--- config.mk ---
export PLATFORM = sky130hd
export DESIGN_NAME = ucma_cfg_regs
export DESIGN_NICKNAME = d
export VERILOG_FILES = /design/src/ucma_pkg.sv /design/src/ucma_cfg_regs.sv
export SDC_FILE = /design/constraint.sdc
export NUM_CORES = 1
export LEC_CHECK = 0
export ABC_AREA = 0
export BUFFER_PORTS_ARGS = -buffer_cell sky130_fd_sc_hd__buf_4
export CORE_ASPECT_RATIO = 1.1
export CORE_MARGIN = 4
export CORE_UTILIZATION = 45
export CTS_CLUSTER_DIAMETER = 120
export DETAILED_ROUTE_END_ITERATION = 12
export GPL_TIMING_DRIVEN = 0
export HOLD_SLACK_MARGIN = 0.12
export PLACE_DENSITY = 0.84
export SLEW_MARGIN = 30
export SYNTH_ARGS = -nofsm -noshare
export SYNTH_HDL_FRONTEND = slang
export SYNTH_SLANG_ARGS = --single-unit
--- constraint.sdc ---
create_clock -name clk -period 1.6 [get_ports clk]
set_input_delay 0.08 -clock clk [delete_from_list [all_inputs] [get_ports clk]]
set_output_delay 0.08 -clock clk [all_outputs]
set_load 0.01 [all_outputs]
--- src/ucma_pkg.sv ---
// ----------------------------------------------------------------------------
// ucma_pkg
// Shared types, constants and fixed-point helpers for the upwind momentum
// coefficient assembly unit (signed Q16.16 arithmetic with saturation).
// ----------------------------------------------------------------------------
package ucma_pkg;

	// register widths
	localparam int RECIP_W = 31;
	localparam int RELAX_W = 17;
	localparam int DATA_W  = 32;
	localparam int INDEX_W = 3;

	// register reset values
	localparam logic [RECIP_W-1:0] INV_DENSITY_RST   = 31'd65536;
	localparam logic [RECIP_W-1:0] INV_TIME_STEP_RST = 31'd65536;
	localparam logic [RELAX_W-1:0] RELAX_FACTOR_RST  = 17'd45875;
	localparam logic [RECIP_W-1:0] INV_RELAX_RST     = 31'd93623;

	// one in Q16.16, as an 18 bit signed value
	localparam logic signed [17:0] Q_ONE = 18'sd65536;

	// register index codes
	typedef enum logic [INDEX_W-1:0] {
		REG_INV_DENSITY   = 3'd0,
		REG_INV_TIME_STEP = 3'd1,
		REG_RELAX_FACTOR  = 3'd2,
		REG_INV_RELAX     = 3'd3
	} reg_idx_t;

	// configuration values seen by the datapath
	typedef struct packed {
		logic [RECIP_W-1:0] inv_density;
		logic [RECIP_W-1:0] inv_time_step;
		logic [RELAX_W-1:0] relax_factor;
		logic [RECIP_W-1:0] inv_relax_factor;
	} cfg_t;

	// saturate a 36 bit signed sum to 32 bits
	function automatic logic signed [31:0] sat36(input logic signed [35:0] v);
		logic signed [31:0] r;
		if (v > 36'sd2147483647)
			r = 32'sh7FFFFFFF;
		else if (v < -36'sd2147483648)
			r = 32'sh80000000;
		else
			r = v[31:0];
		return r;
	endfunction

	// round a Q32.32 product to Q16.16 (half up, floor) and saturate
	function automatic logic signed [31:0] rnd_sat(input logic signed [63:0] p);
		logic signed [63:0] q;
		logic signed [47:0] f;
		logic signed [31:0] r;
		q = p + 64'sd32768;
		f = q[63:16];
		if (f > 48'sd2147483647)
			r = 32'sh7FFFFFFF;
		else if (f < -48'sd2147483648)
			r = 32'sh80000000;
		else
			r = f[31:0];
		return r;
	endfunction

endpackage

--- src/ucma_cfg_regs.sv ---
// ----------------------------------------------------------------------------
// ucma_cfg_regs
// Configuration register file: density, time step and relaxation values,
// written through a simple valid/ready port, always ready.
// ----------------------------------------------------------------------------
module ucma_cfg_regs (
	input  logic                         clk,
	input  logic                         arst_n,
	input  logic                         cfg_valid,
	output logic                         cfg_ready,
	input  logic [ucma_pkg::INDEX_W-1:0] cfg_index,
	input  logic [ucma_pkg::DATA_W-1:0]  cfg_data,
	output ucma_pkg::cfg_t               cfg
);
	import ucma_pkg::*;

	cfg_t cfg_q;

	assign cfg_ready = 1'b1;
	assign cfg       = cfg_q;

	// register writes, unknown indexes are dropped
	always_ff @(posedge clk or negedge arst_n) begin
		if (!arst_n) begin
			cfg_q.inv_density      <= INV_DENSITY_RST;
			cfg_q.inv_time_step    <= INV_TIME_STEP_RST;
			cfg_q.relax_factor     <= RELAX_FACTOR_RST;
			cfg_q.inv_relax_factor <= INV_RELAX_RST;
		end else if (cfg_valid && cfg_ready) begin
			unique case (cfg_index)
				REG_INV_DENSITY:   cfg_q.inv_density      <= cfg_data[RECIP_W-1:0];
				REG_INV_TIME_STEP: cfg_q.inv_time_step    <= cfg_data[RECIP_W-1:0];
				REG_RELAX_FACTOR:  cfg_q.relax_factor     <= cfg_data[RELAX_W-1:0];
				REG_INV_RELAX:     cfg_q.inv_relax_factor <= cfg_data[RECIP_W-1:0];
				default: ;
			endcase
		end
	end

endmodule

==> impl_metrics.py <==
metrics = {
    "outcome": {
        "outcome": "completed",
    },
    "cells_and_area": {
        "num_antenna_cells": 0,
        "nets": 464,
        "final_area_um2": 5910,
        "largest_register_ff_count": 110,
        "syn2layout_area_growth_pct": 41.6,
        "drive_above_1_share": 0.703,
    },
    "synth": {
        "synth_top_area_cell": "dfrtp_1",
        "synth_top_family_by_area": "multiplexers",
        "synth_xor_area_frac": 0,
        "synth-edff-count": 0,
        "syn_area_um2": 4180,
        "synth_compound_area_frac": 0,
        "synth-simple-area-share": 0.0132,
        "ys_seq_area_frac": 0.666,
        "synth_area_per_cell_um2": 17.6,
        "synth_nets": 275,
        "synthMuxAreaShare": 0.297,
        "syn_inst": 237,
        "synth_adder_area_share": 0,
        "synthTopCellsByArea": "dfrtp_1 (52%), mux2_2 (29%), dfstp_2 (14%)",
        "synth.top_cell.area_share": 0.521,
        "ys_top_cells_by_count": "mux2_2 (106), dfrtp_1 (87), dfstp_2 (23)",
        "ys_types": 12,
        "synth.most_common_cell": "mux2_2",
        "ys_async_sr_fraction": 1.00,
        "yosysWarnings": 0,
        "synth_top_flop_cell": "dfrtp_1",
        "ys_ff_latch": 110,
    },
    "floorplan": {
        "start_util": 0.466,
        "die-area_um2": 10900,
        "core_um2": 8960,
        "ioPinCount": 149,
        "placementRows": 36,
        "die_w_um": 99.9,
        "die_h_um": 109,
    },
    "clocking": {
        "holdBufCountCts": 32,
        "cts_root_buf": "clkbuf_8",
        "clk_latency_ps": 350,
        "tritoncts": "built",
        "clkTransAtPathRegs_ps": 110,
        "post-cts-setup-buffers": 0,
        "cts_buffers": 9,
        "clock-sinks": 110,
        "h-tree-depth": 3,
        "postCtsResizedCells": 0,
        "clock_path_buffers": 2,
    },
    "timing": {
        "clock_skew_ps": 0,
        "fin_crit_ps": 1110,
        "slew_headroom": 0.443,
        "final_hold_viol_count": 0,
        "tns_ps": 0,
        "setup_ws_ps": 489,
        "fmax_ghz": 0.900,
        "maxSlewViolCount": 0,
        "finalSetupViolations": 0,
        "worstMarginPinSlew_ps": 835,
        "rsz0062_at_grt": "no",
        "period_share": 0.694,
    },
    "setup_path": {
        "path_class": "reg2out",
        "required_ps": 1520,
        "r2r_setup_slack_ps": 790,
        "worst_setup_path_end_kind": "output pin",
        "r2r-end": "cfg[52]",
        "slowest_delay_ps": 560,
        "r2r_cells": 1,
        "worst_path_max_delay_cell": "dfstp_2",
        "rr_startpoint": "cfg[52]",
        "cp.depth": 1,
        "crit_path_cell_trace": "buf_4",
        "crit_start": "cfg[0]",
        "worst_ep_arrival_time_ps": 1030,
        "cp_num_buf_inv": 1,
        "endpoint": "cfg[0]",
        "critPathTopFamily": "flip-flops",
        "crit_fanout": 2,
        "cp-start-kind": "flop",
    },
    "detailed_routing": {
        "totalWireLength_um": 9510,
        "met2_length_um": 5050,
        "dr.max_layer_used": "met4",
        "wl_met3_um": 587,
        "via_per_inst": 4.87,
        "ant_nets": 0,
        "first_pass_iters": 4,
        "vias": 2656,
        "routedWlPerCell_um": 17.4,
        "drc_errors": 0,
        "wl_met1_um": 3790,
        "drt-initial-drc-count": 40,
    },
    "run": {
        "maxCapViolations": 0,
    },
    "grt": {
        "grt.total_usage": 0.179,
        "grt_pass1_wl_um": 15100,
        "gr-total-overflow": 0,
        "antenna_found_initial": 0,
        "grt_pass1_vias": 2900,
        "grt_max_degree": 111,
    },
    "power": {
        "p_total_uw": 7510,
        "powerDensity_nw_per_um2": 1270,
        "p_leak_uw": 0.00273,
        "peakVddDrop_v": 0.000779,
    },
    "placement": {
        "placed_area_um2": 5420,
        "dp_hpwl_um": 6550,
        "gp_congestion": 0.719,
        "portBuffers": 146,
        "post-place-ws_ps": 196,
    },
    "min_path": {
        "hold_class": "in2reg",
    },
}
-- layer usage --
| layer | global-route usage | vias to the layer above |
|---|---|---|
| met4 | 0.0459 | 0 |
| met3 | 0.0525 | 8 |
| met1 | 0.214 | 1340 |
| li1 | - | 1218 |
| met2 | 0.316 | 90 |
| met5 | 0 | - |
-- worst min-delay path, delay by kind of cell --
kind                   cells  cell delay [ps]
buffers and inverters      1              110
AND/OR/NAND/NOR            1               60
multiplexers               1              210
-- cell type report --
| type | instances | area, um2 |
|---|---|---|
| tap | 114 | 143 |
| sequential | 110 | 2780 |
| multi-input combinational | 115 | 1300 |
| clock inverter | 5 | 41.3 |
| timing repair buffer | 178 | 1420 |
| clock buffer | 11 | 131 |
| fill | 662 | 3050 |
| buffer | 12 | 97.6 |
-- layout by cell type (no fill, tap or decap) --
cell,instances
buf_4,150
and4bb_2,1
nor4bb_1,1
mux2_2,106
conb_1,1
buf_6,4
mux2_1,4
clkbuf_8,10
clkinvlp_4,2
dfrtp_1,87
buf_2,3
nand4b_1,1
dlygate4sd3_1,32
dfstp_2,23
clkbuf_1,2
inv_6,3
nor4b_4,1
-- logic make-up after synthesis --
group / after synthesis
other: 1
and+or+nand+nor: 4
DFF: 110
buffers and inverters: 12
muxes: 110
-- metrics by stage --
stage	hold WS, ps	util	std cells
2_1_floorplan	-216	-	237
3_3_place_gp	316	0.604	497
3_5_place_dp	279	0.605	497
4_1_cts	130	0.660	545
5_1_grt	130	0.660	545
6_report	142	0.660	545
-- where the power goes --
| group | leakage [uW] | internal, uW | switching (uW) |
|---|---|---|---|
| registers | 0.00129 | 3480 | 344 |
| clock network | 0.0000810 | 586 | 928 |
| logic | 0.00137 | 1310 | 860 |
-- worst min-delay path by stage --
stage | from | endpoint | slack [ps] | cells after the start
CTS | cfg_index[2] | cfg[101] | 130 | 3
global placement | cfg_data[26] | cfg[105] | 320 | 2
detailed placement | arst_n | cfg[23] | 280 | 1
finish | cfg_index[1] | cfg[101] | 140 | 3
global route | cfg_index[2] | cfg[101] | 130 | 3
floorplan | arst_n | cfg[100] | -220 | 0
(Power assumes the default switching activity.)
